## src/hdl/itda_pkg.sv

```systemverilog
// Shared types, constants and the shift-and-add-three step for the decimal converter.
`timescale 1ns / 1ps

package itda_pkg;

    localparam int VALUE_W          = 32;
    localparam int NUM_DIGITS       = 10;
    localparam int DIGIT_W          = 4;
    localparam int BCD_W            = NUM_DIGITS * DIGIT_W;
    localparam int IDX_W            = $clog2(NUM_DIGITS);
    localparam int CHAR_W           = 6;
    localparam int TDATA_IN_W       = 32;
    localparam int TDATA_OUT_W      = 8;
    localparam int NUM_DABBLE_STAGES = 4;
    localparam int BITS_PER_STAGE   = VALUE_W / NUM_DABBLE_STAGES;

    localparam logic [CHAR_W-1:0]  ASCII_ZERO  = 6'd48;
    localparam logic [CHAR_W-1:0]  ASCII_MINUS = 6'd45;
    localparam logic [DIGIT_W-1:0] DIGIT_FIVE  = 4'd5;
    localparam logic [DIGIT_W-1:0] DIGIT_ADJ   = 4'd3;

    typedef logic [NUM_DIGITS-1:0][DIGIT_W-1:0] digits_t;

    // Conversion word carried down the pipeline.
    typedef struct packed {
        logic                neg;
        digits_t             digits;
        logic [VALUE_W-1:0]  bin;
    } conv_t;

    // One shift-and-add-three step: correct every digit, then shift one binary bit in.
    function automatic conv_t dabble_step(input conv_t cur);
        conv_t            res;
        logic [BCD_W-1:0] flat;
        res = cur;
        for (int d = 0; d < NUM_DIGITS; d++) begin
            if (res.digits[d] >= DIGIT_FIVE) begin
                res.digits[d] = res.digits[d] + DIGIT_ADJ;
            end
        end
        flat = res.digits;
        flat = {flat[BCD_W-2:0], res.bin[VALUE_W-1]};
        res.digits = flat;
        res.bin = {res.bin[VALUE_W-2:0], 1'b0};
        return res;
    endfunction

endpackage

```

## src/hdl/int_to_decimal_ascii_unit.sv

```systemverilog
// Top level of the signed integer to decimal ASCII text converter.
`timescale 1ns / 1ps

// Channel  | Direction | tdata (low bit up)            | tlast / tuser
// ---------+-----------+-------------------------------+------------------------------
// s_       | in        | value[31:0], signed           | none
// m_       | out       | character[5:0], 2 zero bits   | tlast = last character, no tuser
//
// An accepted value passes a magnitude register, four shift-and-add-three stages of
// eight bits each and the registered emitter before its first character is on m_.
// Each value is sent as 1 to 11 characters, one per cycle while m_tready is high;
// the next value's first character follows its last without a gap when it is waiting.
// Reset (aresetn low, synchronous) empties every stage and the emitter.
// Back-pressure on m_tready holds the current character and stalls the stages in turn.

module int_to_decimal_ascii_unit
    import itda_pkg::*;
(
    input  logic                    aclk,
    input  logic                    aresetn,
    input  logic                    s_tvalid,
    output logic                    s_tready,
    input  logic [TDATA_IN_W-1:0]   s_tdata,   // [31:0] value
    output logic                    m_tvalid,
    input  logic                    m_tready,
    output logic [TDATA_OUT_W-1:0]  m_tdata,   // [5:0] character, [7:6] zero
    output logic                    m_tlast
);

    // Handshake and payload between the stages; entry 0 is the magnitude stage output.
    logic                          stage_valid [NUM_DABBLE_STAGES+1];
    logic                          stage_ready [NUM_DABBLE_STAGES+1];
    conv_t                         stage_data  [NUM_DABBLE_STAGES+1];
    logic [CHAR_W-1:0]             out_char;

    // The magnitude is taken as unsigned so that the most negative value converts exactly.
    itda_mag_stage u_mag (
        .aclk      (aclk),
        .aresetn   (aresetn),
        .in_valid  (s_tvalid),
        .in_ready  (s_tready),
        .in_value  (s_tdata[VALUE_W-1:0]),
        .out_valid (stage_valid[0]),
        .out_ready (stage_ready[0]),
        .out_data  (stage_data[0])
    );

    // Each stage shifts eight magnitude bits into the ten-digit BCD word.
    for (genvar g = 0; g < NUM_DABBLE_STAGES; g++) begin : g_dabble
        itda_dabble_stage u_stage (
            .aclk      (aclk),
            .aresetn   (aresetn),
            .in_valid  (stage_valid[g]),
            .in_ready  (stage_ready[g]),
            .in_data   (stage_data[g]),
            .out_valid (stage_valid[g+1]),
            .out_ready (stage_ready[g+1]),
            .out_data  (stage_data[g+1])
        );
    end

    // The emitter drops leading zeros and flags the final character of each value.
    itda_serializer u_ser (
        .aclk      (aclk),
        .aresetn   (aresetn),
        .in_valid  (stage_valid[NUM_DABBLE_STAGES]),
        .in_ready  (stage_ready[NUM_DABBLE_STAGES]),
        .in_data   (stage_data[NUM_DABBLE_STAGES]),
        .out_valid (m_tvalid),
        .out_ready (m_tready),
        .out_char  (out_char),
        .out_last  (m_tlast)
    );

    assign m_tdata = {{(TDATA_OUT_W-CHAR_W){1'b0}}, out_char};

endmodule

```

## src/hdl/itda_mag_stage.sv

```systemverilog
// Input register stage: takes the signed value and forms its sign and unsigned magnitude.
`timescale 1ns / 1ps

module itda_mag_stage
    import itda_pkg::*;
(
    input  logic                aclk,
    input  logic                aresetn,
    input  logic                in_valid,
    output logic                in_ready,
    input  logic [VALUE_W-1:0]  in_value,
    output logic                out_valid,
    input  logic                out_ready,
    output conv_t               out_data
);

    logic  valid_reg, valid_next;
    conv_t data_reg, data_next;

    assign in_ready = !valid_reg || out_ready;

    always_comb begin
        valid_next = in_ready ? in_valid : valid_reg;
        data_next.neg    = in_value[VALUE_W-1];
        data_next.digits = '0;
        // Unsigned negation, so the most negative value gives 2^31 exactly.
        data_next.bin    = in_value[VALUE_W-1] ? (~in_value + 1'b1) : in_value;
    end

    always_ff @(posedge aclk) begin
        if (!aresetn) begin
            valid_reg <= 1'b0;
        end else begin
            valid_reg <= valid_next;
        end
    end

    always_ff @(posedge aclk) begin
        if (in_valid && in_ready) begin
            data_reg <= data_next;
        end
    end

    assign out_valid = valid_reg;
    assign out_data  = data_reg;

endmodule

```

## src/hdl/itda_dabble_stage.sv

```systemverilog
// One pipeline stage of the binary to BCD conversion, handling a slice of the magnitude bits.
`timescale 1ns / 1ps

module itda_dabble_stage
    import itda_pkg::*;
(
    input  logic  aclk,
    input  logic  aresetn,
    input  logic  in_valid,
    output logic  in_ready,
    input  conv_t in_data,
    output logic  out_valid,
    input  logic  out_ready,
    output conv_t out_data
);

    logic  valid_reg, valid_next;
    conv_t data_reg, data_next;

    assign in_ready = !valid_reg || out_ready;

    always_comb begin
        valid_next = in_ready ? in_valid : valid_reg;
        data_next  = in_data;
        for (int s = 0; s < BITS_PER_STAGE; s++) begin
            data_next = dabble_step(data_next);
        end
    end

    always_ff @(posedge aclk) begin
        if (!aresetn) begin
            valid_reg <= 1'b0;
        end else begin
            valid_reg <= valid_next;
        end
    end

    always_ff @(posedge aclk) begin
        if (in_valid && in_ready) begin
            data_reg <= data_next;
        end
    end

    assign out_valid = valid_reg;
    assign out_data  = data_reg;

endmodule

```

## src/hdl/itda_serializer.sv

```systemverilog
// Character emitter: sends the sign and the significant digits one transaction at a time.
`timescale 1ns / 1ps

module itda_serializer
    import itda_pkg::*;
(
    input  logic               aclk,
    input  logic               aresetn,
    input  logic               in_valid,
    output logic               in_ready,
    input  conv_t              in_data,
    output logic               out_valid,
    input  logic               out_ready,
    output logic [CHAR_W-1:0]  out_char,
    output logic               out_last
);

    logic             busy_reg, busy_next;
    logic             sign_reg, sign_next;
    logic [IDX_W-1:0] idx_reg, idx_next;
    digits_t          digits_reg;
    logic [IDX_W-1:0] top_idx;
    logic             finishing;
    logic             load;

    // Index of the most significant non-zero digit; zero keeps a single digit.
    always_comb begin
        top_idx = '0;
        for (int d = 1; d < NUM_DIGITS; d++) begin
            if (in_data.digits[d] != '0) begin
                top_idx = IDX_W'(d);
            end
        end
    end

    assign finishing = busy_reg && out_ready && !sign_reg && (idx_reg == '0);
    assign in_ready  = !busy_reg || finishing;
    assign load      = in_valid && in_ready;

    always_comb begin
        busy_next = busy_reg;
        sign_next = sign_reg;
        idx_next  = idx_reg;
        if (load) begin
            busy_next = 1'b1;
            sign_next = in_data.neg;
            idx_next  = top_idx;
        end else if (finishing) begin
            busy_next = 1'b0;
        end else if (busy_reg && out_ready) begin
            if (sign_reg) begin
                sign_next = 1'b0;
            end else begin
                idx_next = idx_reg - 1'b1;
            end
        end
    end

    always_ff @(posedge aclk) begin
        if (!aresetn) begin
            busy_reg <= 1'b0;
            sign_reg <= 1'b0;
            idx_reg  <= '0;
        end else begin
            busy_reg <= busy_next;
            sign_reg <= sign_next;
            idx_reg  <= idx_next;
        end
    end

    always_ff @(posedge aclk) begin
        if (load) begin
            digits_reg <= in_data.digits;
        end
    end

    assign out_valid = busy_reg;
    assign out_char  = sign_reg ? ASCII_MINUS
                                : (ASCII_ZERO + CHAR_W'(digits_reg[idx_reg]));
    assign out_last  = !sign_reg && (idx_reg == '0);

endmodule
```

## config.mk

```make
export PLATFORM = sky130hd
export DESIGN_NAME = int_to_decimal_ascii_unit
export DESIGN_NICKNAME = d
export VERILOG_FILES = /design/src/hdl/itda_pkg.sv /design/src/hdl/int_to_decimal_ascii_unit.sv /design/src/hdl/itda_mag_stage.sv /design/src/hdl/itda_dabble_stage.sv /design/src/hdl/itda_serializer.sv
export SDC_FILE = /design/constraint.sdc
export NUM_CORES = 1
export LEC_CHECK = 0
export ABC_AREA = 1
export BUFFER_PORTS_ARGS = -buffer_cell sky130_fd_sc_hd__buf_4
export CORE_UTILIZATION = 30
export DETAILED_ROUTE_END_ITERATION = 10
export HOLD_SLACK_MARGIN = 0.02
export PLACE_DENSITY = 0.4
export SLEW_MARGIN = 15
export SYNTH_ARGS = -nofsm -noshare
export SYNTH_HDL_FRONTEND = slang
export SYNTH_HIERARCHICAL = 1
export SYNTH_SLANG_ARGS = --single-unit
```

## constraint.sdc

```tcl
create_clock -name aclk -period 7.96 [get_ports aclk]
set_input_delay 1.592 -clock aclk [delete_from_list [all_inputs] [get_ports aclk]]
set_output_delay 1.592 -clock aclk [all_outputs]
set_load 0.03 [all_outputs]
```

==> results of run 1 <==
[worst paths after layout]
kind	depth (start not counted)	slack, ps	endpoint
max reg2reg	59	1510	g_dabble[2].u_stage/out_data[69]
min reg2reg	0	400	g_dabble[1].u_stage/out_data[26]
min	0	400	g_dabble[1].u_stage/out_data[26]
max	59	1510	g_dabble[2].u_stage/out_data[69]
[final cells by class]
type,instances,area share
Timing Repair Buffer,50,0.00806
Clock inverter,25,0.00634
Clock buffer,52,0.0247
Inverter,1173,0.0946
Multi-Input combinational cell,5366,0.628
Tap cell,1876,0.0504
Sequential cell,296,0.188
[metal layers]
metal  GRT usage  wire length (um)  vias up
li1            -                 -    22100
met1       0.148             41500    17100
met2       0.274             51300      158
met3      0.0135              1460       62
met4      0.0259              1540        0
met5           0                 0        -
[metrics by stage]
step	area [sq um]	utilization	hold slack (ps)	cells
detailed placement	45100	0.322	405	8761
global placement	45100	0.322	401	8761
floorplan	42700	-	400	6887
finish	46600	0.332	403	8838
global route	46600	0.332	419	8838
CTS	46600	0.332	406	8838
==> results.md, run 1 <==
* Worst setup timing slack at the placement stage at 1560 ps
* Post-layout minimum cycle time at 6450 ps
* Number of global-route vias before repair at 37100
* Setup repair after global routing missed its margin: false
* Mean routed wirelength per cell at 10.8 um
* TritonCTS clock tree: yes
* Kind of cell adding the most delay to the critical path: simple AND/OR/NAND/NOR gates
* Effective utilization at floorplan at 0.304
* CTS Buffer Depth at 3
* Number of resized instances in the post-cts repair step at 0
* Clock skew after layout at 30.5 ps
* Critical Path Most Common Cell: nand2_1
* Die boundary height at 379 um
* Total Neg Setup Slack at 0 ps
* Clock Sink Count at 296
* Number of top-level design ports at 47
* Start point of the critical path: g_dabble[1].u_stage/out_data[64]
* Final slew viol count at 0
* Number of inserted filler cells in the final layout at 15300
* Area growth syn-to-layout at 9.37%
* Placement Rows at 137
* DR vias at 39400
* Number of iterations in the first detailed-routing pass at 5
* Worst skew pair latency at 620 ps
* Top library cells by usage in the layout, fill and taps aside: nand2_1 (2539), inv_1 (1089), nand3_1 (752), nand2_2 (417), edfxtp_1 (285)
* Capturing element type of the critical path: flop
* Count of port buffers added during placement at 43
* Hold bufs inserted after CTS at 0
* Hold path startpoint: g_dabble[0].u_stage/out_data[18]
* Max-cap violations at 0
* Worst r2r src: g_dabble[1].u_stage/out_data[64]
* Die Footprint at 144000 sq um
* Startpoint kind of the worst setup timing path: flop
* Clock-pin transition on the worst setup and hold timing paths at 60 ps
* Global Route Usage Sum at 0.135
* # Post-CTS Setup Buffers at 0
* Clk Tree Root Cell: clkbuf_16
* Peak clock frequency supported by timing at 155 MHz
* Largest net degree at the start of global routing at 55
* Classification of the worst-slack hold path: reg2reg
* Max incr delay on CP at 410 ps
* Flip-flop count of the largest register, all copies and words added at 212
* CORE AREA at 140000 sq um
* Endpoint arrival time on the critical path at 6820 ps
* Number of DRC markers in iteration 0 at 1276
* Routability congestion estimate from global placement at 0.778
* Transition time at the pin with the least slew margin at 818 ps
* CP max stage cell: edfxtp_1
* CP Max Fanout at 4
* Area taken by flip-flops and latches at 8780 sq um
* Placed wire-length estimate at 81.2 mm
* Final hold violations at 0
* Outcome: complete, no violations
* Multi-input gate area in the final layout at 29200 sq um
* Residual antenna-violating net count after detailed routing at 0
* Number of standard cells after synthesis at 6847
* Most common library cell in the layout ignoring fill and taps: nand2_1
* Final WS setup at 1510 ps
* Vias per cell at 4.45
* Worst rel slew slack at 0.454
* Fraction of final layout cells sized beyond drive strength 1 at 0.152
* Total number of yosys warnings at 6
* Horizontal die dimension at 379 um
* Antenna violations before repair at 0
* Drt drc at 0
* H-Tree Level Count at 2
* Number of nets in the finished design at 7209
* Post-route clock period utilization at 0.811
* Wire length of the first global-routing pass at 166 mm
* Mapped Avg Cell Area at 6.22 sq um
* Data required time of the worst path at 8330 ps
* Mapped Area at 42600 sq um
* Final setup viols at 0
* Diode count at 0
* Residual overflow from global routing at 0
* Count of buffer and inverter cells on the critical path at 14
* Critical path class: reg2reg
* Final routed wirelength across all metal layers at 95.8 mm
* Total CTS buffers at 42
Power of run 1 is not shown: default switching activity piles up to over one toggle a cycle in this logic, so the estimate is an artifact.
==> run 2, diff against run 1 <==
==> constraint.sdc (replaced) <==
create_clock -name aclk -period 6 [get_ports aclk]
set_input_delay 1.2 -clock aclk [delete_from_list [all_inputs] [get_ports aclk]]
set_output_delay 1.2 -clock aclk [all_outputs]
set_load 0.03 [all_outputs]
==> run 2 against run 1 <==
  * Clock skew shrank 0.50 ps
  * Wire length grew 2.4%
  * Global-route usage is essentially flat
  * Via count grew 2.3%
  * Clock-buffer cell count shrank 6
  * Cell count grew 1.8%
  * Hold slack gained 6.1 ps
==> results.md, run 2 (same netlist as run 1, synthesis figures left out) <==
* Outcome: complete, no violations
* Most common library cell in the layout ignoring fill and taps: nand2_1
* DR vias at 40300 (+2.3%)
* Total CTS buffers at 41 (-2.4%)
* Number of global-route vias before repair at 37400 (+0.93%)
* Final WS setup at 287 ps (-1220 ps)
* Number of nets in the finished design at 7372 (+2.3%)
* Wire length of the first global-routing pass at 166 mm (about the same)
* Mean routed wirelength per cell at 10.9 um (+0.53%)
* Classification of the worst-slack hold path: reg2reg
* CP Max Fanout at 3 (-1)
* Worst skew pair latency at 620 ps (about the same)
* Global Route Usage Sum at 0.135 (+0.000282)
* Number of cells in the design after placement at 8860 (+1.1%)
* Final hold violations at 0 (unchanged)
* Placed wire-length estimate at 82.2 mm (+1.1%)
* Critical path class: reg2reg
* Drt drc at 0 (unchanged)
* Post-layout minimum cycle time at 5710 ps (-739 ps)
* Setup repair after global routing missed its margin: true
* Hold bufs inserted after CTS at 0 (unchanged)
* CP max stage cell: edfxtp_1
* Peak clock frequency supported by timing at 175 MHz (+13%)
* Clock Sink Count at 296 (unchanged)
* Area growth syn-to-layout at 14.5%
* Die boundary height at 379 um (unchanged)
* Critical Path Most Common Cell: nand2_2
* Cell area reported after detailed placement at 45900 sq um (+1.7%)
* Fin area at 48800 sq um (+4.7%)
* Placement Rows at 137 (unchanged)
* Number of DRC markers in iteration 0 at 1178 (-7.7%)
* Effective utilization at floorplan at 0.304 (unchanged)
* Startpoint kind of the worst setup timing path: flop
* Worst setup timing slack at the placement stage at -161 ps (-1720 ps)
* Diode count at 0 (unchanged)
* Max-cap violations at 0 (unchanged)
* Capturing element type of the critical path: flop
* Final setup viols at 0 (unchanged)
* Data required time of the worst path at 6370 ps (-1960 ps)
* Number of iterations in the first detailed-routing pass at 5 (unchanged)
* Vias per cell at 4.48 (+0.46%)
* Flip-flop count of the largest register, all copies and words added at 212 (unchanged)
* Fraction of final layout cells sized beyond drive strength 1 at 0.206 (+0.0541)
* Transition time at the pin with the least slew margin at 1010 ps (+194 ps)
* Largest net degree at the start of global routing at 66 (+20%)
* Endpoint arrival time on the critical path at 6090 ps (-730 ps)
* Count of port buffers added during placement at 43 (unchanged)
* Routability congestion estimate from global placement at 0.792 (+1.8%)
* CORE AREA at 140000 sq um (unchanged)
* Final slew viol count at 0 (unchanged)
* Non-filler instance count after layout at 8999 (+1.8%)
* Clock skew after layout at 30.0 ps (-0.505 ps)
* Residual overflow from global routing at 0 (unchanged)
* Antenna violations before repair at 0 (unchanged)
* Horizontal die dimension at 379 um (unchanged)
* Max incr delay on CP at 430 ps (+20 ps)
* Final routed wirelength across all metal layers at 98.1 mm (+2.4%)
* Clk Tree Root Cell: clkbuf_16
* Worst rel slew slack at 0.325 (-0.129)
* Number of top-level design ports at 47 (unchanged)
* Residual antenna-violating net count after detailed routing at 0 (unchanged)
* CTS Buffer Depth at 3 (unchanged)
* TritonCTS clock tree: yes
* H-Tree Level Count at 2 (unchanged)
* Die Footprint at 144000 sq um (unchanged)
* Post-route clock period utilization at 0.952 (+0.142)
* Number of inserted filler cells in the final layout at 15200 (-0.51%)
* Top library cells by usage in the layout, fill and taps aside: nand2_1 (2439), inv_1 (1038), nand3_1 (706), nand2_2 (511), edfxtp_1 (285)
* Clock-pin transition on the worst setup and hold timing paths at 60 ps (about the same)
[run 2: cell types whose count changed in the layout (fill, tap and decap cells not counted), moves of 12 or more]
| cell | previous run | this run |
|---|---|---|
| nand3_1 | 752 | 706 |
| nand2_2 | 417 | 511 |
| inv_1 | 1089 | 1038 |
| ha_1 | 244 | 214 |
| ha_4 | 0 | 25 |
| inv_2 | 79 | 129 |
| o21ai_2 | 110 | 122 |
| buf_4 | 50 | 209 |
| nand2_1 | 2539 | 2439 |
| nand3_2 | 184 | 222 |
[run 2: layout make-up]
cell class	count	area, sq um	area share
multi-input cells	5366	30200	0.620
flip-flops and latches	296	8780	0.180
inverters	1173	4410	0.0903
well taps	1876	2350	0.0481
repair buffers	214	1630	0.0335
clock buffers	46	1040	0.0214
clock inverters	28	340	0.00697
[run 2: metal layers]
metal | global-route usage | share of wire | vias up
met5 | 0 | 0 | -
met4 | 0.0296 | 0.018 | 0
met3 | 0.0134 | 0.015 | 77
met2 | 0.275 | 0.54 | 147
met1 | 0.147 | 0.43 | 17700
li1 | - | - | 22400
[run 2: worst paths after layout]
path	startpoint	end	slack, ps	cells past startpoint
setup / recovery	g_dabble[1].u_stage/out_data[68]	g_dabble[2].u_stage/out_data[70]	290	57
hold reg to reg	u_mag/out_data[12]	g_dabble[0].u_stage/out_data[20]	410	0
setup reg to reg	g_dabble[1].u_stage/out_data[68]	g_dabble[2].u_stage/out_data[70]	290	57
hold / removal	u_mag/out_data[12]	g_dabble[0].u_stage/out_data[20]	410	0
[run 2: repair_timing]
action	in CTS	in global routing
setup endpoints to repair	7	25
resized for setup	35	272
pin swaps	16	98
hold endpoints to repair	0	0
buffers inserted	33	35
gates cloned	0	0
[run 2: metrics by stage]
stage               utilization  hold WS [ps]  setup TNS (ps)
floorplan                     -           400               0
global placement          0.327           402            -335
detailed placement        0.327           405            -601
CTS                       0.340           406           -1.51
global route              0.348           422           -1220
finish                    0.348           409               0
[run 2: worst max-delay path, delay by kind of cell, from the launching register on]
family	cells	cell delay (ps)
AND/OR/NAND/NOR	33	2640
AO/OA/AOI/OAI	1	170
buffers and inverters	17	1340
flip-flops	1	430
adder cells (fa/ha/maj)	6	880
Power of run 2 is left out for the same reason.
